===== config.mk =====
export PLATFORM = sky130hd
export DESIGN_NAME = control_frame_builder_crc8_unit
export DESIGN_NICKNAME = d
export VERILOG_FILES = /design/src/hdl/cfbcrc8_pkg.sv /design/src/hdl/control_frame_builder_crc8_unit.sv
export VERILOG_INCLUDE_DIRS = /design/src /design/src/hdl
export SDC_FILE = /design/constraint.sdc
export NUM_CORES = 1
export LEC_CHECK = 0
export BUFFER_PORTS_ARGS = -buffer_cell sky130_fd_sc_hd__buf_2
export CELL_PAD_IN_SITES_DETAIL_PLACEMENT = 0
export CELL_PAD_IN_SITES_GLOBAL_PLACEMENT = 1
export CORE_ASPECT_RATIO = 1.75
export CORE_MARGIN = 5
export CORE_UTILIZATION = 53
export DETAILED_ROUTE_END_ITERATION = 12
export PLACE_DENSITY_LB_ADDON = 0.12
export SLEW_MARGIN = 20
export SYNTH_ARGS = -nofsm -noshare
export SYNTH_HDL_FRONTEND = slang
export SYNTH_SLANG_ARGS = --single-unit

===== constraint.sdc =====
create_clock -name clk -period 12.2 [get_ports clk]
set_clock_uncertainty 0.1 [all_clocks]
set_input_delay 0 -clock clk [delete_from_list [all_inputs] [get_ports clk]]
set_output_delay 0 -clock clk [all_outputs]
set_load 0.005 [all_outputs]

===== src/hdl/control_frame_builder_crc8_unit_macros.svh =====
`ifndef CONTROL_FRAME_BUILDER_CRC8_UNIT_MACROS_SVH
`define CONTROL_FRAME_BUILDER_CRC8_UNIT_MACROS_SVH

// same-cycle implication on clk, off while arst_n is low
`define CFB_ASSERT_NOW(label, ante, cons, msg) \
	label: assert property (@(posedge clk) disable iff (!arst_n) (ante) |-> (cons)) \
		else $error(msg);

// next-cycle implication on clk, off while arst_n is low
`define CFB_ASSERT_NEXT(label, ante, cons, msg) \
	label: assert property (@(posedge clk) disable iff (!arst_n) (ante) |=> (cons)) \
		else $error(msg);

`endif


===== src/hdl/cfbcrc8_pkg.sv =====
`default_nettype none

package cfbcrc8_pkg;

	localparam int FRAME_LEN = 20;
	localparam int IDX_W     = 5;
	localparam logic [7:0] CRC_POLY = 8'hD5;

	// operation codes carried in tuser
	localparam logic OP_EVENT = 1'b0;
	localparam logic OP_TICK  = 1'b1;

	// register indexes, byte address 4*i
	localparam logic [1:0] REG_HEADER    = 2'd0;
	localparam logic [1:0] REG_FOOTER    = 2'd1;
	localparam logic [1:0] REG_MOTOR_MAP = 2'd2;

	localparam logic [23:0] MOTOR_MAP_RESET = 24'hFAC688;

	// frame byte positions
	localparam logic [IDX_W-1:0] BYTE_HEADER = 5'd0;
	localparam logic [IDX_W-1:0] BYTE_MOTOR0 = 5'd1;
	localparam logic [IDX_W-1:0] BYTE_MOTOR7 = 5'd8;
	localparam logic [IDX_W-1:0] BYTE_FOOT   = 5'd9;
	localparam logic [IDX_W-1:0] BYTE_TOOL   = 5'd10;
	localparam logic [IDX_W-1:0] BYTE_LASER  = 5'd11;
	localparam logic [IDX_W-1:0] BYTE_LED0   = 5'd12;
	localparam logic [IDX_W-1:0] BYTE_LED4   = 5'd16;
	localparam logic [IDX_W-1:0] BYTE_COLOR  = 5'd17;
	localparam logic [IDX_W-1:0] BYTE_CRC    = 5'd18;
	localparam logic [IDX_W-1:0] BYTE_FOOTER = 5'd19;

	// reflected crc-8, lsb of the byte first
	function automatic logic [7:0] crc8_byte(input logic [7:0] crc, input logic [7:0] data);
		logic [7:0] c;
		logic [7:0] d;
		c = crc;
		d = data;
		for (int k = 0; k < 8; k++) begin
			if (c[0] ^ d[0]) begin
				c = (c >> 1) ^ CRC_POLY;
			end else begin
				c = c >> 1;
			end
			d = d >> 1;
		end
		return c;
	endfunction

endpackage

`default_nettype wire


===== src/hdl/control_frame_builder_crc8_unit.sv =====
// control frame builder with crc-8
//
// s_* channel: one beat per item. s_tuser is the operation: event beats queue a
// tool mask/value pair (dropped when the queue is full), tick beats drain the
// queue and send one 20-byte frame on m_*, m_tlast set on the footer byte.
// After a tick beat s_tready stays low while the sequencer reads each queued event
// from the queue memory and then checks it for overlap, stops the drain at an
// event whose mask overlaps the bits already taken, and loads each frame byte
// into the output register; s_tready rises again once the footer byte is loaded.
// The crc covers bytes 1 to 17 and is built one byte per cycle as bytes are
// loaded, while m_tready lets them load, so it is ready for byte 18 without a
// separate step.
// apb port: header at 0x0, footer at 0x4, motor map at 0x8; pready is always 1.
// Reset clears the queue count and pointers, the tool bits, the output valid,
// and returns the registers to their reset values; the queue memory itself is
// not cleared and needs no sweep.
// When m_tready is low the current byte holds in the output register and the
// sequencer waits; a new item is accepted while the footer byte still waits.
`default_nettype none

module control_frame_builder_crc8_unit
	import cfbcrc8_pkg::*;
#(
	parameter int QUEUE_DEPTH = 16
) (
	input  wire logic         clk,
	input  wire logic         arst_n,
	// apb configuration
	input  wire logic         psel,
	input  wire logic         penable,
	input  wire logic         pwrite,
	input  wire logic [3:0]   paddr,
	input  wire logic [31:0]  pwdata,
	output logic      [31:0]  prdata,
	output logic              pready,
	// input items
	input  wire logic         s_tvalid,
	output logic              s_tready,
	// motor_speeds[63:0], foot_turner[71:64], laser_stepper[79:72],
	// led_levels[119:80], led_color[127:120], tool_value[135:128], tool_mask[143:136]
	input  wire logic [143:0] s_tdata,
	// operation[0]
	input  wire logic [0:0]   s_tuser,
	// frame bytes
	output logic              m_tvalid,
	input  wire logic         m_tready,
	// frame_byte[7:0]
	output logic      [7:0]   m_tdata,
	output logic              m_tlast
);

	`include "control_frame_builder_crc8_unit_macros.svh"

	localparam int PTR_W = (QUEUE_DEPTH > 1) ? $clog2(QUEUE_DEPTH) : 1;
	localparam int CNT_W = $clog2(QUEUE_DEPTH + 1);
	localparam logic [PTR_W-1:0] PTR_LAST = PTR_W'(QUEUE_DEPTH - 1);
	localparam logic [CNT_W-1:0] CNT_FULL = CNT_W'(QUEUE_DEPTH);

	typedef enum logic [1:0] {
		ST_IDLE,
		ST_READ,
		ST_CHECK,
		ST_EMIT
	} state_t;

	state_t           state_q;
	logic [7:0]       header_q;
	logic [7:0]       footer_q;
	logic [23:0]      motor_map_q;
	logic [PTR_W-1:0] head_q;
	logic [PTR_W-1:0] tail_q;
	logic [CNT_W-1:0] count_q;
	logic [7:0]       tool_bits_q;
	logic [7:0]       changed_q;
	logic [7:0]       crc_q;
	logic [IDX_W-1:0] idx_q;
	logic             m_tvalid_q;
	logic [7:0]       m_tdata_q;
	logic             m_tlast_q;

	// captured tick payload
	logic [63:0]      motors_q;
	logic [7:0]       foot_q;
	logic [7:0]       laser_q;
	logic [39:0]      leds_q;
	logic [7:0]       color_q;

	logic [15:0]      queue_mem [QUEUE_DEPTH];
	logic [15:0]      rd_q;

	logic             s_accept;
	logic             cfg_write;
	logic             push;
	logic             load;
	logic [7:0]       ev_mask;
	logic [7:0]       ev_value;
	logic [7:0]       motor_byte;
	logic [2:0]       slot;
	logic [IDX_W-1:0] led_idx;
	logic [5:0]       led_off;
	logic [7:0]       byte_sel;

	assign pready    = 1'b1;
	assign s_tready  = (state_q == ST_IDLE);
	assign s_accept  = s_tvalid && s_tready;
	assign cfg_write = psel && penable && pwrite && pready;
	assign push      = s_accept && (s_tuser[0] == OP_EVENT) && (count_q < CNT_FULL);
	assign load      = (state_q == ST_EMIT) && (!m_tvalid_q || m_tready);
	assign ev_mask   = rd_q[15:8];
	assign ev_value  = rd_q[7:0];

	assign m_tvalid = m_tvalid_q;
	assign m_tdata  = m_tdata_q;
	assign m_tlast  = m_tlast_q;

	always_comb begin
		unique case (paddr[3:2])
			REG_HEADER:    prdata = {24'd0, header_q};
			REG_FOOTER:    prdata = {24'd0, footer_q};
			REG_MOTOR_MAP: prdata = {8'd0, motor_map_q};
			default:       prdata = 32'd0;
		endcase
	end

	// frame slot to motor byte, later motor wins a collision
	assign slot = 3'(idx_q - BYTE_MOTOR0);
	always_comb begin
		motor_byte = 8'd0;
		for (int i = 0; i < 8; i++) begin
			if (motor_map_q[3*i +: 3] == slot) begin
				motor_byte = motors_q[8*i +: 8];
			end
		end
	end

	assign led_idx = idx_q - BYTE_LED0;
	assign led_off = {led_idx[2:0], 3'b000};

	always_comb begin
		case (idx_q) inside
			BYTE_HEADER:               byte_sel = header_q;
			[BYTE_MOTOR0:BYTE_MOTOR7]: byte_sel = motor_byte;
			BYTE_FOOT:                 byte_sel = foot_q;
			BYTE_TOOL:                 byte_sel = tool_bits_q;
			BYTE_LASER:                byte_sel = laser_q;
			[BYTE_LED0:BYTE_LED4]:     byte_sel = leds_q[led_off +: 8];
			BYTE_COLOR:                byte_sel = color_q;
			BYTE_CRC:                  byte_sel = crc_q;
			BYTE_FOOTER:               byte_sel = footer_q;
			default:                   byte_sel = 8'd0;
		endcase
	end

	always_ff @(posedge clk) begin
		if (push) begin
			queue_mem[tail_q] <= {s_tdata[143:136], s_tdata[135:128]};
		end
		rd_q <= queue_mem[head_q];
	end

	always_ff @(posedge clk) begin
		if (s_accept && (s_tuser[0] == OP_TICK)) begin
			motors_q <= s_tdata[63:0];
			foot_q   <= s_tdata[71:64];
			laser_q  <= s_tdata[79:72];
			leds_q   <= s_tdata[119:80];
			color_q  <= s_tdata[127:120];
		end
	end

	always_ff @(posedge clk or negedge arst_n) begin
		if (!arst_n) begin
			state_q     <= ST_IDLE;
			header_q    <= 8'd0;
			footer_q    <= 8'd0;
			motor_map_q <= MOTOR_MAP_RESET;
			head_q      <= '0;
			tail_q      <= '0;
			count_q     <= '0;
			tool_bits_q <= 8'd0;
			changed_q   <= 8'd0;
			crc_q       <= 8'd0;
			idx_q       <= '0;
			m_tvalid_q  <= 1'b0;
			m_tdata_q   <= 8'd0;
			m_tlast_q   <= 1'b0;
		end else begin
			if (cfg_write) begin
				unique case (paddr[3:2])
					REG_HEADER:    header_q    <= pwdata[7:0];
					REG_FOOTER:    footer_q    <= pwdata[7:0];
					REG_MOTOR_MAP: motor_map_q <= pwdata[23:0];
					default:       ;
				endcase
			end

			if (m_tvalid_q && m_tready && !load) begin
				m_tvalid_q <= 1'b0;
			end

			unique case (state_q)
				ST_IDLE: begin
					if (push) begin
						tail_q  <= (tail_q == PTR_LAST) ? '0 : tail_q + 1'b1;
						count_q <= count_q + 1'b1;
					end
					if (s_accept && (s_tuser[0] == OP_TICK)) begin
						changed_q <= 8'd0;
						crc_q     <= 8'd0;
						idx_q     <= BYTE_HEADER;
						state_q   <= ST_READ;
					end
				end
				ST_READ: begin
					// rd_q picks up the head entry at this edge
					state_q <= (count_q == '0) ? ST_EMIT : ST_CHECK;
				end
				ST_CHECK: begin
					if ((changed_q & ev_mask) != 8'd0) begin
						state_q <= ST_EMIT;
					end else begin
						changed_q   <= changed_q | ev_mask;
						tool_bits_q <= (tool_bits_q & ~ev_mask) | (ev_value & ev_mask);
						head_q      <= (head_q == PTR_LAST) ? '0 : head_q + 1'b1;
						count_q     <= count_q - 1'b1;
						state_q     <= ST_READ;
					end
				end
				ST_EMIT: begin
					if (load) begin
						m_tvalid_q <= 1'b1;
						m_tdata_q  <= byte_sel;
						m_tlast_q  <= (idx_q == BYTE_FOOTER);
						if ((idx_q >= BYTE_MOTOR0) && (idx_q <= BYTE_COLOR)) begin
							crc_q <= crc8_byte(crc_q, byte_sel);
						end
						if (idx_q == BYTE_FOOTER) begin
							state_q <= ST_IDLE;
						end else begin
							idx_q <= idx_q + 1'b1;
						end
					end
				end
				default: state_q <= ST_IDLE;
			endcase
		end
	end

	`CFB_ASSERT_NOW(a_count_bound, 1'b1, count_q <= CNT_FULL,
		"queue count above depth")
	`CFB_ASSERT_NOW(a_ptr_match, (count_q == '0) || (count_q == CNT_FULL),
		head_q == tail_q, "queue pointers disagree with count")
	`CFB_ASSERT_NOW(a_check_nonempty, state_q == ST_CHECK, count_q != '0,
		"overlap check on an empty queue")
	`CFB_ASSERT_NEXT(a_tool_hold, state_q != ST_CHECK, $stable(tool_bits_q),
		"tool bits changed outside a drain step")

endmodule

`default_nettype wire

==> metrics.md <==
| Metric | Value |
|---|---|
| DIE AREA | 0.0441 mm2 |
| Average routed wire per standard cell | 25.5 um |
| Initial antenna violation count | 6 |
| Power share of the clock group | 0.256 |
| Yosys warns | 0 |
| Vias per Instance | 5.87 |
| Area occupied by registers | 0.0142 mm2 |
| Leakage power total | 10.1 nW |
| Drt pass-1 iters | 5 |
| Cell types occupying the most area after synthesis | edfxtp_1 55%, dfrtp_1 9.7%, mux2_2 3.7% |
| Count of port buffers added during placement | 212 |
| Total congestion overflow | 0 |
| Setup Buffers After CTS | 0 |
| Total wire length after detailed routing | 59400 um |
| Worst hold slack | 0.0377 ns |
| Maximum clock frequency | 194 MHz |
| Placed standard-cell area | 0.0227 mm2 |
| IR Drop Worst-Case VDD | 193 uV |
| Global-route usage over all layers | 0.267 |
| Resized cells post-CTS | 0 |
| Result of the run | finished clean |
| Initial DRC count | 1096 |
| Share of post-route cells with drive strength above 1 | 0.255 |
| Post-synthesis register bit count | 494 |
| Unrepaired setup endpoints after global routing | no |
| I/O pin cnt | 232 |
| Cell area after layout | 0.0260 mm2 |
| FFs w/ async S/R, synth | 0.190 |
| Total internal power | 3.75 mW |
| Overall Power | 5.74 mW |
| Utilization of the core after routing | 0.663 |
| Fillers | 2808 |
| Switching share of power | 0.347 |
| Area Overhead vs Synth | 23.2% |
| Crit. Startpoint | idx_q[0]$_DFFE_PN0P_ |
| Sequential Power Share | 0.345 |
| Clock tree root buffer cell | clkbuf_16 |
| Distinct cells, synth | 84 |
| Initial cell density of the core | 0.538 |
| Count of vias placed by the detailed router | 13658 |
| Finished Layout Cells | 2326 |
| Maximum number of pins on one net before global-route repair | 71 |
| Yosys top cell area share | 0.546 |
| Data required time at the worst endpoint | 12.56 ns |
| Clock latency on the worst-skew pair | 0.57 ns |
| Placement row count | 96 |
| Final critical-path setup slack | 7.04 ns |
| Routability congestion estimate from global placement | 0.963 |
| Height of the chip | 274 um |
| Number of flops mapped to enable cells by yosys | 384 |
| Wire length of the first global-routing pass | 87900 um |
| Max-cap viol count | 0 |
| Period utilisation layout | 0.423 |
| Hold path startpoint | penable |
| Number of levels in the clock H-tree | 2 |
| Transition time at the pin with the least slew margin | 0.999 ns |
| Number of failing setup endpoints in the final timing report | 0 |
| Residual DRC | 0 |
| Combinational cell fraction of total power | 0.399 |
| Worst slack after detailed placement | 7.04 ns |
| Number of nets in the final layout | 1995 |
| Post-detailed-placement half-perimeter wirelength | 39100 um |
| Placed cell count | 2061 |
| Post-CTS Hold Fix Bufs | 175 |
| CTS max path bufs | 3 |
| Final hold vios | 0 |
| Top FF cell, synth | edfxtp_1 |
| Critical setup path kind | reg2reg |
| Net switching power of the design | 1.99 mW |
| Crit Reg-Reg Startpoint | idx_q[0]$_DFFE_PN0P_ |
| Post-synthesis instance area | 0.0211 mm2 |
| Std-Cell Core Area | 0.0393 mm2 |
| Dominant cell type by area after synthesis | edfxtp_1 |
| Arrival time at the worst endpoint | 5.53 ns |
| Kind of end point of the critical path | register |
| Sequential share of the synthesized area | 0.673 |
| Worst-path fanout max | 12 |
| Worst relative slew slack | 0.329 |
| Chip width | 161 um |
| Power density of the placed cells | 221 mW/mm2 |
| Max Transition Viols Final | 0 |
| Number of buffers created by CTS | 45 |
| Minimum clock period after layout | 5.16 ns |
| Final antenna-violating net count | 0 |
| Mean instance size in the synthesized netlist | 15.1 um2 |
| Reg clk slew, reported paths | 0.07 ns |
| Number of instances in the synthesized netlist | 1402 |
| Final TNS setup | 0 ns |
| Number of global-route vias before repair | 14434 |
| Hold Crit Class | in2reg |
| Area taken by multi-input logic gates | 0.00647 mm2 |
| Worst Setup Start Kind | register |
| Clk sink count | 494 |
| TritonCTS clock tree | yes |
[cell usage after synthesis, types with 14 or more instances]
| library cell | number |
|---|---|
| buf_4 | 14 |
| o21ai_0 | 85 |
| nand3_1 | 18 |
| inv_1 | 25 |
| a221oi_1 | 24 |
| a22oi_1 | 25 |
| clkbuf_1 | 45 |
| dfrtp_1 | 82 |
| and2_1 | 29 |
| nor3_1 | 17 |
| a21oi_1 | 65 |
| edfxtp_1 | 384 |
| nor2_1 | 40 |
| mux2i_1 | 66 |
| xor2_1 | 21 |
| mux2_2 | 69 |
| mux4_2 | 34 |
| nand2_1 | 104 |
| xnor2_1 | 22 |
| dfxtp_1 | 16 |
[sequential cells by signal, indices dropped and copies added (netlist names), 2 cells and up, named ones only]
register     flops
changed_q        8
leds_q          40
motor_map_q     24
crc_q            8
count_q          5
footer_q         8
color_q          8
state_q          2
header_q         8
tail_q           4
motors_q        64
head_q           4
foot_q           8
idx_q            5
rd_q            16
queue_mem      256
laser_q          8
m_tdata          8
[cells by family after synthesis]
| group | after synthesis | share of synthesized area |
|---|---|---|
| flip-flops | 494 | 0.673 |
| AO/OA/AOI/OAI | 295 | 0.0948 |
| AND/OR/NAND/NOR | 263 | 0.0629 |
| multiplexers | 169 | 0.104 |
| buffers and inverters | 107 | 0.0233 |
| XOR/XNOR | 58 | 0.0326 |
| adder cells (fa/ha/maj) | 14 | 0.00865 |
| other | 2 | 0.000356 |
[worst paths after layout]
kind,endpoint,slack [ns],depth (start not counted)
max in group asynchronous,state_q[0]$_DFFE_PN0P_,10.74,4
setup / recovery,crc_q[7]$_DFFE_PN0P_,7.04,13
min in group asynchronous,motor_map_q[17]$_DFFE_PN1P_,0.47,3
setup reg to reg,crc_q[7]$_DFFE_PN0P_,7.04,13
hold reg to reg,register,0.36,1
hold / removal,header_q[3]$_DFFE_PN0P_,0.04,5
[cells in the final DEF, fill, tap and decap left out, types with 7 or more instances in the layout]
cell type	count
buf_4	33
a22oi_1	25
buf_2	211
nand2_1	104
dlygate4sd3_1	174
dfrtp_1	81
o21ai_0	85
nand3_1	18
nor3_1	13
nand4_1	7
nand2b_1	9
a22o_1	11
inv_1	24
clkbuf_1	7
clkbuf_16	46
conb_1	9
xnor2_1	22
nor2_1	40
a21oi_1	65
o221ai_1	12
ha_1	13
dfstp_2	12
dfxtp_1	16
a221oi_1	24
xor2_1	21
a21o_1	9
clkinv_2	7
mux2i_1	66
and2_1	29
clkbuf_8	9
a211oi_1	10
edfxtp_1	384
mux4_2	34
mux2_2	69
[power by group through the flow]
stage	Clock [mW]	Combinational [mW]	Sequential, mW
detailed placement	0	2.21	2.02
global placement	0	2.17	2.01
global route	1.56	2.43	1.99
CTS	1.49	2.27	1.98
floorplan	0	1.66	1.98
finish	1.47	2.29	1.98
[per-layer routing]
layer,vias up,part of all wire,GRT usage
li1,6173,-,-
met1,6803,0.33,0.276
met2,524,0.56,0.520
met3,158,0.046,0.0299
met4,0,0.061,0.145
met5,-,0,0
[critical path, cell delays in order (launching register included)]
cell      delay, ns
dfrtp_1        0.38
inv_1          0.26
ha_1           0.76
xnor3_1        0.38
and3_1         0.54
nand2_1        0.20
a211oi_1       0.37
nand3_1        0.11
o21ai_0        0.60
xor2_1         0.25
xnor3_2        0.43
xnor3_1        0.42
o21bai_1       0.07
a22o_1         0.18
[layout make-up]
cell class / count / area share
clock inverter: 20 / 0.00870
timing repair buffer: 419 / 0.118
clock buffer: 64 / 0.0506
inverter: 25 / 0.00380
sequential: 494 / 0.546
tap: 490 / 0.0236
antenna: 6 / 0.000577
multi-input combinational: 808 / 0.249
Note: power is estimated with default switching activity, not from simulation.
